--- config.mk ---
export PLATFORM = sky130hd
export DESIGN_NAME = bgd_lane
export DESIGN_NICKNAME = d
export VERILOG_FILES = /design/src/bgd_pkg.sv /design/src/bgd_lane.sv
export SDC_FILE = /design/constraint.sdc
export NUM_CORES = 2
export LEC_CHECK = 0
export BUFFER_PORTS_ARGS = -buffer_cell sky130_fd_sc_hd__clkbuf_2
export CAP_MARGIN = 20
export CORE_ASPECT_RATIO = 2
export CORE_MARGIN = 2
export CORE_UTILIZATION = 35
export DETAILED_ROUTE_END_ITERATION = 10
export PLACE_DENSITY = 0.6
export REMOVE_ABC_BUFFERS = 1
export SYNTH_ARGS = -nofsm -noshare
export SYNTH_HDL_FRONTEND = slang
export SYNTH_SLANG_ARGS = --single-unit
--- constraint.sdc ---
create_clock -name clk -period 30.6 [get_ports clk]
set_clock_uncertainty 0.1 [all_clocks]
set_input_delay 3.06 -clock clk [delete_from_list [all_inputs] [get_ports clk]]
set_output_delay 3.06 -clock clk [all_outputs]
set_load 0.1 [all_outputs]
--- src/bgd_pkg.sv ---
`default_nettype none

package bgd_pkg;

  // Feature fields carried by one input word
  localparam int FEAT_INPUTS = 8;
  localparam int MAX_FEATURES_DEF = 8;

  localparam int DATA_W = 32;
  localparam int PROD_W = 48;
  localparam int SUM_W = 48;
  localparam int IN_TDATA_W = DATA_W * (FEAT_INPUTS + 1);
  localparam int OUT_TDATA_W = 40;
  localparam int IDX_W = 3;
  localparam int CFG_ADDR_W = 4;
  localparam int CFG_DATA_W = 32;

  localparam logic [1:0] REG_STEP_SCALE = 2'd0;
  localparam logic [1:0] REG_ACTIVE_FEATURES = 2'd1;
  localparam logic [1:0] REG_MAX_PASSES = 2'd2;

  localparam logic [23:0] STEP_SCALE_RST = 24'd167772;
  localparam logic [3:0] ACTIVE_FEATURES_RST = 4'd8;
  localparam logic [15:0] MAX_PASSES_RST = 16'd1;

  typedef struct packed {
    logic [23:0] step_scale;
    logic [3:0]  active_features;
    logic [15:0] max_passes;
  } cfg_t;

  typedef struct packed {
    logic load;
    logic mul_en;
    logic sel_se;
    logic acc_en;
    logic upd_en;
  } lane_ctrl_t;

  typedef struct packed {
    logic sum_en;
    logic err_en;
    logic scale_en;
  } merge_ctrl_t;

  typedef enum logic [3:0] {
    ST_IDLE,
    ST_MUL,
    ST_SUM,
    ST_ERR,
    ST_SCALE,
    ST_TERM,
    ST_ACC,
    ST_UPD,
    ST_EMIT
  } state_t;

endpackage

`default_nettype wire

--- src/bgd_lane.sv ---
`default_nettype none

module bgd_lane (
  input  wire                       clk,
  input  wire                       rst_n,
  input  wire bgd_pkg::lane_ctrl_t  ctrl,
  input  wire                       active,
  input  wire logic signed [31:0]   x_in,
  input  wire logic signed [31:0]   se_in,
  output logic signed [47:0]        prod,
  output logic signed [31:0]        weight
);

  logic signed [31:0] x_r;
  logic signed [31:0] w_r;
  logic signed [47:0] sum_r;
  logic signed [47:0] prod_r;

  logic signed [31:0] mul_b;
  logic signed [63:0] mul_full;
  logic signed [48:0] acc_wide;
  logic signed [47:0] acc_sat;
  logic signed [48:0] upd_wide;
  logic signed [31:0] upd_sat;

  // One multiplier: x*w for the dot product, then x*se for the update term
  assign mul_b = ctrl.sel_se ? se_in : w_r;
  assign mul_full = x_r * mul_b;

  assign acc_wide = {sum_r[47], sum_r} + {prod_r[47], prod_r};
  always_comb begin
    if (acc_wide[48] == acc_wide[47]) begin
      acc_sat = acc_wide[47:0];
    end else if (acc_wide[48]) begin
      acc_sat = {1'b1, 47'd0};
    end else begin
      acc_sat = {1'b0, {47{1'b1}}};
    end
  end

  assign upd_wide = {{17{w_r[31]}}, w_r} - {sum_r[47], sum_r};
  always_comb begin
    if (&upd_wide[48:31] || ~|upd_wide[48:31]) begin
      upd_sat = upd_wide[31:0];
    end else if (upd_wide[48]) begin
      upd_sat = 32'h8000_0000;
    end else begin
      upd_sat = 32'h7fff_ffff;
    end
  end

  always_ff @(posedge clk) begin
    if (ctrl.load) begin
      x_r <= x_in;
    end
    if (ctrl.mul_en) begin
      prod_r <= mul_full[63:16];
    end
  end

  always_ff @(posedge clk) begin
    if (!rst_n) begin
      w_r   <= '0;
      sum_r <= '0;
    end else begin
      if (ctrl.acc_en && active) begin
        sum_r <= acc_sat;
      end
      // Clear every sum at pass end, active or not
      if (ctrl.upd_en) begin
        sum_r <= '0;
        if (active) begin
          w_r <= upd_sat;
        end
      end
    end
  end

  assign prod = prod_r;
  assign weight = w_r;

endmodule

`default_nettype wire

==> key figures <==
Synthesis
  – Share of the synthesized area in the top cell type: 46.53%
  – EDFF count, synth: 80
  – Yosys reg bits: 160
  – Top-count cell post-synth: fa_1
  – Synth async-reset ratio: 0%
  – Netlist Area Pre-Place: 46,600 um2
  – Post-synthesis sequential area ratio: under 10%
  – Yosys warning total: 0
  – Synth area leader: fa_1
  – Synth cell count leaders: 1,083 x fa_1, 1,053 x inv_1, 542 x nand2_1
  – Cells after Synth: 5,018
  – Yosys cell types: 82
  – Top post-synthesis cells by area: fa_1 47%, inv_1 8.5%, ha_1 7.4%, edfxtp_1 5.2%, nand2_1 4.4%
  – Post-synth top flop: edfxtp_1
  – Mean Syn Cell Area: about 9.3 um2

GRT
  – Initial antenna violation count: 8
  – GR Util All Layers: 24.26%
  – Largest net degree at the start of global routing: 52
  – Global route total overflow: 0
  – Global-route wire length before repair: around 240,000 um
  – Vias in the first global route: 39,714

Clocking
  – CTS tree: built
  – PostCTS Resize Cnt: 0
  – Clock Path Buffers: 3
  – Clock latency on the worst-skew pair: roughly 0.56 ns
  – # Post-CTS Setup Buffers: 0
  – Total clock sinks: 160
  – Reg clk slew, reported paths: about 0.06 ns
  – Root buf cell: clkbuf_16
  – Htree depth: 4
  – Cts-stage hold buffer count: 0
  – CTS Buf Count: 25

Place
  – Port Buf Inserts: 151
  – Post-DP HPWL: ~120,000 um
  – Routability Congestion: ~0.95

Worst setup path
  – Max stage delay on crit path: 0.89 ns
  – Worst-path cell with the longest stage delay: a311oi_1
  – Worst Setup End Kind: flop
  – Crit path kind: primary input to flop
  – CP startpoint kind: primary input
  – Worst EP arrival: around 13 ns
  – WP data required: about 31 ns
  – Most used cell, CP: fa_1
  – Crit path max fanout: 32

Timing
  – Final hold vios: 0
  – Tcrit/Tclk final: a little over two fifths
  – Slew HR: about a fifth
  – Worst-margin pin slew: 1.178 ns
  – Final TNS setup: 0 ns
  – Setup-failing EPs final: 0
  – Unrepaired setup endpoints after global routing: no
  – Fin. max-slew vios: 0
  – Highest clock rate: about 76 MHz
  – Final min period: about 13 ns

Floorplanning
  – Boundary pin count: roughly 150
  – Die width: 262.0 um
  – Row cnt: about 190
  – Core area: between 100,000 and 150,000 um2
  – Initial Util: a little over a third
  – Die ar.: roughly 140,000 um2
  – Die Span Y: approximately 520 um

Layout
  – Fraction of layout instances using a drive strength above 1: under 10%
  – Fin nets: roughly 6,400
  – Layout Utilization: a little under two fifths
  – Area Growth Syn to Fin: 7.075%

Detailed routing
  – Residual DRC: 0
  – Routed vias/inst: roughly 5.3
  – DRT Wirelength: about 160,000 um
  – First-pass iteration count of the detailed router: 6
  – Iter 0 DRT Violations: about 2,200
  – Wire per inst: 23.86 um
  – Via total after detailed routing: approximately 36,000
  – Antenna-violating nets left: 0

Run status
  – Status: finished clean

Job
  – Max cap viols: 0

Min path
  – Worst hold path class: flop to flop
## routing by layer
metal,track usage (%),wire [um],up-vias
met5,0,22,-
li1,-,-,15188
met2,45.66,86900,1341
met4,21.83,17630,4
met1,21.99,48360,18480
met3,3.405,8014,636
## registers in the layout, summed over array words and instances (netlist names)
signal / flops
prod: 48
sum_r: 48
weight: 32
x_r: 32
## worst paths after layout
path,slack (ns),to,cells past startpoint,from
setup / recovery,17.36,prod[35],31,ctrl[2]
hold / removal,0.42,sum_r[2],2,sum_r[2]
setup reg to reg,20.09,prod[35],31,weight[8]
hold reg to reg,0.42,sum_r[2],2,sum_r[2]
## worst max-delay path, delay by kind of cell
kind                     cells  cell delay, ns
multiplexers                 1            0.82
XOR/XNOR                     1            0.08
AO/OA/AOI/OAI               11            3.88
adder cells (fa/ha/maj)      9            4.33
buffers and inverters        8            1.02
AND/OR/NAND/NOR              1            0.19
## layout make-up
type                    count  area, um2
diodes                      2      5.005
clock buffers              28      638.1
clock inverters             5      28.78
fillers                 13434      82530
inverters                1053       3953
multi-input cells        3554      37810
flip-flops and latches    160       4004
well taps                1719       2151
repair buffers            223       1304
## through the flow
step | worst slack, ns | area (um2) | cells | hold WS [ns]
2_1_floorplan | 18.74 | 45630 | 4767 | 0.3845
3_3_place_gp | 16.87 | 49190 | 6706 | 0.3964
3_5_place_dp | 16.88 | 49200 | 6708 | 0.4021
4_1_cts | 17.48 | 49870 | 6741 | 0.4117
5_1_grt | 17.09 | 49890 | 6744 | 0.4359
6_report | 17.36 | 49890 | 6744 | 0.4168
## cells by family (layout without fill, tap and decap cells)
family / count (synthesis) / in the layout / share of synthesized area [%]
multiplexers: 35 / 35 / 0.8163
flip-flops: 160 / 160 / 8.592
AO/OA/AOI/OAI: 522 / 522 / 7.373
buffers and inverters: 1304 / 1309 / 10.57
XOR/XNOR: 138 / 138 / 2.594
other: 0 / 2 / 0
adder cells (fa/ha/maj): 1361 / 1361 / 53.98
AND/OR/NAND/NOR: 1498 / 1498 / 16.08
## placed cells by master (no fill, tap or decap), drive strengths merged, types with 18 or more instances in the layout
master and instances:
a221o 30, a21oi 192, dfxtp 80, nand2b 38, and2 290, ha 276, mux2 24, fa 1083
nand2 542, o21ai 85, nand3 38, nand4 30, edfxtp 80, a21o 68, xor2 43, inv 1054
buf 72, nor2 177, clkbuf 179, o21a 21, xnor2 95, nor3 66, nor2b 255, o211ai 18
Power is not shown: default switching activity piles up to over one toggle a cycle in this logic, so the estimate is an artifact.
