$ cat config.mk
export PLATFORM = sky130hd
export DESIGN_NAME = bgd_regs
export DESIGN_NICKNAME = d
export VERILOG_FILES = /design/src/bgd_pkg.sv /design/src/bgd_regs.sv
export SDC_FILE = /design/constraint.sdc
export NUM_CORES = 1
export LEC_CHECK = 0
export ABC_AREA = 1
export ABC_CLOCK_PERIOD_IN_PS = 1000
export BUFFER_PORTS_ARGS = -buffer_cell sky130_fd_sc_hd__buf_2
export CORE_MARGIN = 8
export CORE_UTILIZATION = 40
export DETAILED_ROUTE_END_ITERATION = 10
export GPL_ROUTABILITY_DRIVEN = 0
export PLACE_DENSITY = 0.73
export SLEW_MARGIN = 15
export SYNTH_ARGS = -nofsm -noshare
export SYNTH_HDL_FRONTEND = slang
export SYNTH_SLANG_ARGS = --single-unit
$ cat constraint.sdc
create_clock -name clk -period 1 [get_ports clk]
set_clock_uncertainty 0.05 [all_clocks]
set_input_delay 0.15 -clock clk [delete_from_list [all_inputs] [get_ports clk]]
set_output_delay 0.15 -clock clk [all_outputs]
set_load 0.05 [all_outputs]
$ cat src/bgd_pkg.sv
`default_nettype none

package bgd_pkg;

  // Feature fields carried by one input word
  localparam int FEAT_INPUTS = 8;
  localparam int MAX_FEATURES_DEF = 8;

  localparam int DATA_W = 32;
  localparam int PROD_W = 48;
  localparam int SUM_W = 48;
  localparam int IN_TDATA_W = DATA_W * (FEAT_INPUTS + 1);
  localparam int OUT_TDATA_W = 40;
  localparam int IDX_W = 3;
  localparam int CFG_ADDR_W = 4;
  localparam int CFG_DATA_W = 32;

  localparam logic [1:0] REG_STEP_SCALE = 2'd0;
  localparam logic [1:0] REG_ACTIVE_FEATURES = 2'd1;
  localparam logic [1:0] REG_MAX_PASSES = 2'd2;

  localparam logic [23:0] STEP_SCALE_RST = 24'd167772;
  localparam logic [3:0] ACTIVE_FEATURES_RST = 4'd8;
  localparam logic [15:0] MAX_PASSES_RST = 16'd1;

  typedef struct packed {
    logic [23:0] step_scale;
    logic [3:0]  active_features;
    logic [15:0] max_passes;
  } cfg_t;

  typedef struct packed {
    logic load;
    logic mul_en;
    logic sel_se;
    logic acc_en;
    logic upd_en;
  } lane_ctrl_t;

  typedef struct packed {
    logic sum_en;
    logic err_en;
    logic scale_en;
  } merge_ctrl_t;

  typedef enum logic [3:0] {
    ST_IDLE,
    ST_MUL,
    ST_SUM,
    ST_ERR,
    ST_SCALE,
    ST_TERM,
    ST_ACC,
    ST_UPD,
    ST_EMIT
  } state_t;

endpackage

`default_nettype wire

$ cat src/bgd_regs.sv
`default_nettype none

module bgd_regs (
  input  wire                                  clk,
  input  wire                                  rst_n,
  input  wire                                  psel,
  input  wire                                  penable,
  input  wire                                  pwrite,
  input  wire [bgd_pkg::CFG_ADDR_W-1:0]        paddr,
  input  wire [bgd_pkg::CFG_DATA_W-1:0]        pwdata,
  output logic [bgd_pkg::CFG_DATA_W-1:0]       prdata,
  output logic                                 pready,
  output bgd_pkg::cfg_t                        cfg
);

  bgd_pkg::cfg_t cfg_r;
  logic          wr_en;

  assign pready = 1'b1;
  assign wr_en = psel & penable & pwrite;

  always_ff @(posedge clk) begin
    if (!rst_n) begin
      cfg_r.step_scale      <= bgd_pkg::STEP_SCALE_RST;
      cfg_r.active_features <= bgd_pkg::ACTIVE_FEATURES_RST;
      cfg_r.max_passes      <= bgd_pkg::MAX_PASSES_RST;
    end else if (wr_en) begin
      unique case (paddr[3:2])
        bgd_pkg::REG_STEP_SCALE:      cfg_r.step_scale <= pwdata[23:0];
        bgd_pkg::REG_ACTIVE_FEATURES: cfg_r.active_features <= pwdata[3:0];
        bgd_pkg::REG_MAX_PASSES:      cfg_r.max_passes <= pwdata[15:0];
        default: begin
        end
      endcase
    end
  end

  always_comb begin
    unique case (paddr[3:2])
      bgd_pkg::REG_STEP_SCALE:      prdata = {8'd0, cfg_r.step_scale};
      bgd_pkg::REG_ACTIVE_FEATURES: prdata = {28'd0, cfg_r.active_features};
      bgd_pkg::REG_MAX_PASSES:      prdata = {16'd0, cfg_r.max_passes};
      default:                      prdata = '0;
    endcase
  end

  assign cfg = cfg_r;

endmodule

`default_nettype wire

==> metrics, run 1 <==
fmax=795 MHz; pre-CTS setup slack=-0.307 ns; Synth Warn #=0; drt total wl=9020 um; root buffer cell=clkbuf_8; startpoint types=flop; CP required=0.80 ns; CP arrival=1.06 ns; Syn Std Cell Area=0.00213 mm2; max-slew violations=0; failing checks=setup timing; TritonCTS clock tree=built; die extent in y=89.0 um; minimum clock period=1.26 ns; antenna violations before repair=0; Final Cycle Share=126%; starting density of the core=41.5%; RSZ-0062 raised after global routing=yes; switching part of the total=33.0%; iteration-0 DRC count of the detailed router=154; Area Overhead vs Synth=102%; port buffer count=98; CTS sink count=44; Hold Crit Class=in2reg; Largest register FFs=44; drt wl/cell=17.1 um; GR Overflow Total=0; die width=89.0 um; Synth cell types=17; I/O Pins=118; vias per inst=4.98; diodes inserted=0; Final nets=497; leakage=2.05 nW; Area contributors post-synth=dfxtp_1 41%, nor2_1 13%, nand2_1 12%; Clock Latency Late Sink=0.29 ns; syn_area_per_cell=6.68 um2; vias in the first global route=2384; Crit Path Class=reg2out; Max Fanout on Critical Path=3; P_sw=1.36 mW; Sum Neg Setup Slack=-7.54 ns; final worst setup slack=-0.258 ns; status=finished, violations left; clock-pin slew on the worst setup and hold paths=0.09 ns; Row Count=26; HPWL Detailed=4960 um; Final ANT Viol Nets=0; Clock power frac=28.4%; register share of total power=43.1%; max capacitance violation total=0; fraction of layout cells with a size suffix above 1=54.9%; Final Setup Violations=69; combinational fraction of design power=28.6%; total CTS buffers=5; core area=0.00514 mm2; Yosys top cell by area=dfxtp_1; sequential area share after synthesis=41.3%; Post-CTS Hold Buffers=0; DRC Markers=0; area share of the largest cell type after synthesis=41.3%; synthesized instance count=319; vias=2627; DRT Pass-1 Iters=4; Final Hold Vio Count=0; first-pass GRT wire length=11800 um; H-Tree Depth=2; CTS Buffer Depth=2; Die Footprint=0.00792 mm2; Pint=2.77 mW; CP endpoint kind=output port; All-Layer GR Usage=19.1%; VDD IR max=685 uV; largest net degree at the start of global routing=45; total power per unit cell area=963 mW/mm2; flops & latches, synth=44
## cell usage in the layout (no fill, tap or decap)
cell type and count:
a22o_4 12, buf_12 4, buf_2 28, buf_4 19
buf_6 34, buf_8 62, clkbuf_1 1, clkbuf_16 1
clkbuf_4 1, clkbuf_8 6, conb_1 9, dfxtp_2 15
dfxtp_4 29, inv_1 24, inv_2 10, inv_4 1
nand2_1 61, nand2_2 5, nand2_4 4, nand2_8 1
nand3_1 44, nand3_2 1, nand3_4 4, nor2_1 65
nor2_2 2, nor2_4 12, o21ai_0 2
## logic make-up (layout without fill, tap and decap cells)
family / after synthesis / after routing / synth area share (%)
AO/OA/AOI/OAI: 14 / 14 / 5.40
buffers and inverters: 60 / 191 / 13.4
AND/OR/NAND/NOR: 199 / 199 / 39.5
other: 2 / 9 / 0.352
flip-flops: 44 / 44 / 41.3
## stage by stage
step | power (mW) | std cells | hold slack (ns) | cell area, um2 | utilization [%]
2_1_floorplan | 2.48 | 326 | 0.225 | 2380 | -
3_3_place_gp | 2.70 | 492 | 0.315 | 3020 | 58.7
3_5_place_dp | 2.71 | 492 | 0.325 | 3020 | 58.7
4_1_cts | 4.04 | 501 | 0.0142 | 3850 | 74.8
5_1_grt | 4.31 | 527 | 0.0292 | 4300 | 83.6
6_report | 4.14 | 527 | 0.0194 | 4300 | 83.6
## synth_stat cells (all sizes together)
library cell and count:
conb 2, dfxtp 44, buf 22, nand3 49, inv 34, o21ai 2
nor2 79, nand2 71, clkbuf 4, a22o 12
## power groups by stage
stage / sequential (mW) / clock [mW] / combinational, mW
floorplan: 1.98 / 0 / 0.503
global route: 1.79 / 1.28 / 1.24
CTS: 1.81 / 1.18 / 1.05
detailed placement: 1.84 / 0 / 0.865
finish: 1.78 / 1.17 / 1.18
global placement: 1.84 / 0 / 0.855
## layout make-up
type	count	area, um2
Multi-Input combinational cell	222	1270
Clock inverter	1	6.26
Tap cell	70	87.6
Clock buffer	7	86.3
Inverter	34	128
Timing Repair Buffer	149	1710
Fill cell	296	843
Sequential cell	44	1010
## routing by layer
metal | vias to the layer above | global-route usage (%) | wire length [um]
met1 | 1242 | 20.7 | 3290
met4 | 0 | 7.85 | 222
met3 | 18 | 3.95 | 626
li1 | 1250 | - | -
met2 | 117 | 35.0 | 4880
met5 | - | 0 | 0
## worst max-delay path, stage by stage, from the launching register on
cell	delay (ns)
dfxtp_2	0.36
a22o_4	0.26
buf_8	0.15
## final timing paths
check / cells after the start / to / startpoint / slack, ns
worst max-delay path: 2 / prdata[8] / cfg[28] / -0.26
worst min-delay path: 3 / cfg[37] / pwdata[17] / 0.02
worst max register to register: 4 / cfg[2] / cfg[2] / 0.10
worst min register to register: 2 / cfg[29] / cfg[29] / 0.44
## timing repair
| action | CTS | global route |
|---|---|---|
| gates resized for setup | 214 | 74 |
| gates cloned | 0 | 2 |
| pin swaps | 13 | 5 |
| setup buffers | 1 | 24 |
| endpoints found under the setup margin | 68 | 73 |
No activity file was read; power rests on OpenSTA's default activity.
==> run 2: changes to the inputs <==
Settings changed: SETUP_SLACK_MARGIN set to 0.4.
==> run 2 against run 1 <==
Net effect: the flow now stops in global routing (5_1_grt); area after synthesis did not move; synthesized cell count is the same.
==> metrics, run 2 <==
die width=89.0 um (unchanged); error message=[ERROR DPL-0038] Utilization greater than 100%, impossible to legalize; Syn Std Cell Area=0.00213 mm2 (unchanged); largest net degree at the start of global routing=45; status=stopped before the end; CTS Buffer Depth=2 (unchanged); most common cell in the netlist=nor2_1; Synth Warn #=0 (unchanged); Last stage=global routing (5_1_grt); syn_area_per_cell=6.68 um2 (unchanged); starting density of the core=41.5% (unchanged); Area contributors post-synth=dfxtp_1 41%, nor2_1 13%, nand2_1 12%; top cells by count, synth=75 x nor2_1, 70 x nand2_1, 48 x nand3_1, 44 x dfxtp_1, 32 x inv_1; H-Tree Depth=2 (unchanged); ys async rst share=0% (unchanged); Row Count=26 (unchanged); I/O Pins=118 (unchanged); synthesized instance count=319 (unchanged); port buffer count=98 (unchanged); Top FF cell, synth=dfxtp_1; CTS sink count=44 (unchanged); Synth cell types=17 (unchanged); area share of the largest cell type after synthesis=41.3% (unchanged); total CTS buffers=5 (unchanged); Post-synth EDFFs=0 (unchanged); sequential area share after synthesis=41.3% (unchanged); Yosys top cell by area=dfxtp_1; HPWL Detailed=5130 um (+3.4%); post-GRT worst EP=prdata[14]; kind of the worst endpoint=output port; flops & latches, synth=44 (unchanged); die extent in y=89.0 um (unchanged); pre-CTS setup slack=-0.394 ns (-0.0871 ns); root buffer cell=clkbuf_8
-- run 2: cell counts after synthesis --
Identical to the previous run, type by type.
-- run 2: stage by stage --
stage          utilization, %  area (um2)  hold slack, ns  std cells  TNS, ns
2_1_floorplan               -        2880           0.208        326        0
4_1_cts                  93.3        4800         -0.0127        528    -6.66
3_5_place_dp             67.1        3450           0.303        489   -21.12
3_3_place_gp             67.1        3450           0.307        489   -19.85
-- run 2: what timing repair did --
action	4_1_cts
setup buffers	24
endpoints found under the setup margin	112
cloned	7
pin swaps	51
hold endpoints to repair	3
resized for setup	248
-- run 2: kinds of logic after synthesis --
family,synth area share [%]
flops,41.3
compound gates,5.40
simple gates,39.5
buf+inv,13.4
other cells,0.352
==> run 3: changes to the inputs <==
Settings changed: CORE_UTILIZATION 40 to 25, PLACE_DENSITY 0.73 to not set, PLACE_DENSITY_LB_ADDON set to 0.15, SETUP_SLACK_MARGIN 0.4 to not set.
==> run 3 against run 2 <==
Net effect: the flow now finishes, with violations (setup timing).
==> metrics, run 3 (synthesis gave the netlist of run 1 again) <==
combinational fraction of design power=30.3%; register share of total power=43.8%; largest net degree at the start of global routing=45; CP endpoint kind=output port; worst hold margin=0.0335 ns; Row Count=33 (+27%); critical hold path startpoint=pwdata[2]; die width=108 um (+22%); Final Setup Violations=65; CTS sink count=44 (unchanged); Total Power=4.06 mW; vias per inst=4.34; Largest register FFs=44; worst hold path depth=3; CP arrival=1.03 ns; Final Hold Vio Count=0; first-pass GRT wire length=12700 um; GR Overflow Total=0; CTS Buffer Depth=2 (unchanged); fmax=812 MHz; fraction of layout cells with a size suffix above 1=55.7%; max capacitance violation total=0; Final nets=510; Final Cycle Share=123%; placed cell areas=0.00307 mm2 (-11%); port buffer count=98 (unchanged); worst setup path start=paddr[2]; Area Overhead vs Synth=113%; All-Layer GR Usage=13.7%; total power per unit cell area=896 mW/mm2; final worst setup slack=-0.232 ns; die extent in y=108 um (+22%); TritonCTS clock tree=built; Pint=2.74 mW; startpoint types=input pin; leakage=2.16 nW; switching part of the total=32.5%; commonest non-fill, non-tap cell in the layout=nor2_1; Die Footprint=0.0117 mm2; drt total wl=8500 um; Final ANT Viol Nets=0; vias in the first global route=2428; DRT Pass-1 Iters=4; Clock Latency Late Sink=0.28 ns; core area=0.00826 mm2; P_sw=1.32 mW; RR Startpoint=cfg[5]; RSZ-0062 raised after global routing=yes; max-slew violations=0; Final Cell Area=0.00453 mm2; antenna violations before repair=0; Post-CTS Hold Buffers=0; Reg2Reg Depth=4; Max Fanout on Critical Path=6; root buffer cell=clkbuf_8; I/O Pins=118 (unchanged); Crit Path Class=in2out; Cells after DPL=524 (+7.2%); HPWL Detailed=5330 um (+3.9%); Non-Filler Instances=575; starting density of the core=25.8% (-16 points); iteration-0 DRC count of the detailed router=51; Hold Crit Class=in2reg; vias=2495; clock-pin slew on the worst setup and hold paths=0.08 ns; status=finished, violations left; CP required=0.80 ns; total CTS buffers=5 (unchanged); most frequent cells in the layout=66 x nor2_1, 64 x buf_8, 60 x nand2_1; diodes inserted=0; failing checks=setup timing; drt wl/cell=14.8 um; DRC Markers=0; VDD IR max=498 uV; minimum clock period=1.23 ns; Clock power frac=25.9%; H-Tree Depth=2 (unchanged)
## run 3: critical path, cell delays in order
cell	delay, ns
buf_6	0.11
nor2_4	0.06
buf_4	0.14
clkbuf_16	0.16
a22o_4	0.26
buf_8	0.15
## run 3: area by class of cell
class | instances | area [um2]
Clock inverter | 1 | 3.75
Sequential cell | 44 | 1010
Timing Repair Buffer | 162 | 1900
Fill cell | 777 | 3720
Clock buffer | 7 | 76.3
Inverter | 34 | 130
Multi-Input combinational cell | 222 | 1290
Tap cell | 105 | 131
## run 3: power groups by stage
stage,registers [mW],logic (mW),clock network (mW)
floorplan,1.98,0.503,0
detailed placement,1.84,0.866,0
CTS,1.80,1.14,1.13
global route,1.78,1.30,1.19
global placement,1.84,0.862,0
finish,1.78,1.23,1.05
## run 3: path summary, 6_finish.rpt
check,end,slack (ns)
setup / recovery,prdata[8],-0.23
hold / removal,cfg[22],0.03
hold reg to reg,cfg[24],0.44
setup reg to reg,cfg[5],0.11
## run 3: what timing repair did
| item | CTS | global route |
|---|---|---|
| gates cloned | 2 | 1 |
| gates resized for setup | 244 | 57 |
| setup endpoints to repair | 68 | 68 |
| buffers inserted | 12 | 31 |
| pin swaps | 20 | 11 |
## run 3: metrics by stage
stage | util [%] | TNS (ns) | setup slack, ns
2_1_floorplan | - | -0.379 | -0.0380
3_3_place_gp | 37.1 | -13.13 | -0.314
3_5_place_dp | 37.1 | -14.23 | -0.340
4_1_cts | 49.7 | -6.88 | -0.240
5_1_grt | 54.9 | -9.85 | -0.264
6_report | 54.9 | -7.26 | -0.232
## run 3: per-layer routing
metal  global-route usage [%]  wire, um  vias up
li1                         -         -     1277
met1                     16.3      3520     1144
met2                     23.6      4360       65
met3                     3.45       506        9
met4                     4.20       114        0
met5                        0         0        -
==> run 4: changes to the inputs <==
Settings changed: CORE_MARGIN 8 to 5.
==> run 4 against run 3 <==
Net effect: the run still ends with setup timing left; first-iteration DRC count is 12% higher; maximum frequency decreased by 1.6%; sequential power is essentially flat; via count grew 1.5%; final area is 0.36% lower; sequential share of layout area increased by 0.080 points; clock-buffer cell count did not move; die area decreased by 11%; total power grew 4.2%; critical path type is now reg2out.
==> metrics, run 4 (synthesis gave the netlist of run 1 again) <==
status=finished, violations left; failing checks=setup timing; HPWL Detailed=4980 um (-6.6%); Crit Path Class=reg2out; Final Cycle Share=125% (+1.9 points); Sum Neg Setup Slack=-8.04 ns (-0.786 ns); total CTS buffers=5 (unchanged); I/O Pins=118 (unchanged); Row Count=33 (unchanged); DRC Markers=0 (unchanged); Final nets=510 (unchanged); most frequent cells in the layout=65 x nor2_1, 64 x buf_8, 58 x nand2_1; iteration-0 DRC count of the detailed router=57 (+12%); Worst Hold Path EP=cfg[35]; diodes inserted=0 (unchanged); startpoint types=flop; Non-Filler Instances=575 (unchanged); CP arrival=1.05 ns (+0.02 ns); GR Overflow Total=0 (unchanged); RR Endpoint=cfg[16]; RSZ-0062 raised after global routing=yes; CP required=0.80 ns (about the same); CTS Buffer Depth=2 (unchanged); Final Cell Area=0.00452 mm2 (-0.36%); port buffer count=98 (unchanged); TritonCTS clock tree=built; Largest register FFs=44 (unchanged); Area Overhead vs Synth=112%; Cells after DPL=527 (+0.57%); Clock Latency Late Sink=0.29 ns (about the same); Final Setup Violations=68 (+4.6%); Total Power=4.23 mW (+4.2%); RR Startpoint=cfg[16]; CTS sink count=44 (unchanged); fill count=754 (-3.0%); max-slew violations=0 (unchanged); fmax=799 MHz (-1.6%); clock-pin slew on the worst setup and hold paths=0.09 ns (about the same); vias per inst=4.40 (+1.5%); first-pass GRT wire length=12200 um (-4.0%); total power per unit cell area=937 mW/mm2 (+4.5%); commonest non-fill, non-tap cell in the layout=nor2_1; fraction of layout cells with a size suffix above 1=56.8% (+1.1 points); critical hold path startpoint=pwdata[15]; Final ANT Viol Nets=0 (unchanged); die extent in y=102 um (-5.5%); leakage=2.19 nW (+1.3%); H-Tree Depth=2 (unchanged); largest net degree at the start of global routing=45 (unchanged); minimum clock period=1.25 ns (+0.0194 ns); vias in the first global route=2472 (+1.8%); vias=2532 (+1.5%); final worst setup slack=-0.251 ns (-0.0194 ns); Hold Crit Class=in2reg; Max Fanout on Critical Path=3 (-3); starting density of the core=25.8% (unchanged); R2R Setup Slk=0.11 ns (about the same); root buffer cell=clkbuf_8; drt wl/cell=13.8 um (-6.7%); All-Layer GR Usage=14.9% (+1.2 points); DRT Pass-1 Iters=4 (unchanged); Final Hold Vio Count=0 (unchanged); drt total wl=7930 um (-6.7%); max capacitance violation total=0 (unchanged); die width=102 um (-5.5%); CP endpoint kind=output port; worst hold path depth=3 (unchanged); antenna violations before repair=0 (unchanged); VDD IR max=409 uV (-18%); Reg2Reg Depth=4 (unchanged); Die Footprint=0.0105 mm2 (-11%); core area=0.00826 mm2 (unchanged); placed cell areas=0.00306 mm2 (about the same)
## run 4: cell types whose count changed in the layout (fill, tap and decap cells not counted), moves of 2 or more
| cell | delta |
|---|---|
| nand2_1 | -2 |
| nand2_4 | +2 |
| buf_4 | -2 |
| buf_12 | -5 |
| buf_6 | +7 |
## run 4: stage by stage
stage | utilization, % | setup slack, ns | hold slack [ns]
2_1_floorplan | - | -0.0380 | 0.225
3_3_place_gp | 37.1 | -0.305 | 0.323
3_5_place_dp | 37.1 | -0.315 | 0.332
4_1_cts | 49.1 | -0.251 | 0.0169
5_1_grt | 54.7 | -0.287 | 0.0172
6_report | 54.7 | -0.251 | 0.0159
## run 4: area by class of cell
type / count / area [um2] / share of cell area (%)
clock buffers: 7 / 97.6 / 2.16
clock inverters: 1 / 5.00 / 0.111
inverters: 34 / 130 / 2.88
multi-input cells: 222 / 1300 / 28.9
flip-flops and latches: 44 / 1010 / 22.3
well taps: 105 / 131 / 2.91
repair buffers: 162 / 1840 / 40.7
## run 4: where the power goes
part	total, mW	switching, mW	internal (mW)
sequential	1.78	0.0455	1.73
combinational	1.19	0.696	0.493
clock	1.27	0.624	0.642
## run 4: routing by layer
layer / global-route usage [%] / wire length, um
met2: 26.3 / 4190
met4: 4.04 / 89
met5: 0 / 0
met1: 17.9 / 3240
met3: 3.69 / 400
## run 4: repair_timing
item	in CTS	in global routing
pin swaps	11	19
resized for setup	226	82
hold buffers	0	0
gates cloned	1	1
setup buffers	14	28
hold endpoints to repair	0	0
setup endpoints to repair	68	76
## run 4: worst max-delay path by stage
stage | from | endpoint | slack, ns | cells after the start
final | cfg[25] | prdata[5] | -0.25 | 2
after global routing | cfg[25] | prdata[5] | -0.29 | 2
after CTS | cfg[30] | prdata[10] | -0.25 | 2
after detailed placement | paddr[2] | prdata[3] | -0.31 | 6
after global placement | paddr[3] | prdata[9] | -0.30 | 6
after floorplan | cfg[34] | prdata[14] | -0.04 | 1
## run 4: critical path, cell delays in order (launching register included)
cell	delay [ns]
dfxtp_4	0.36
a22o_4	0.24
buf_8	0.14
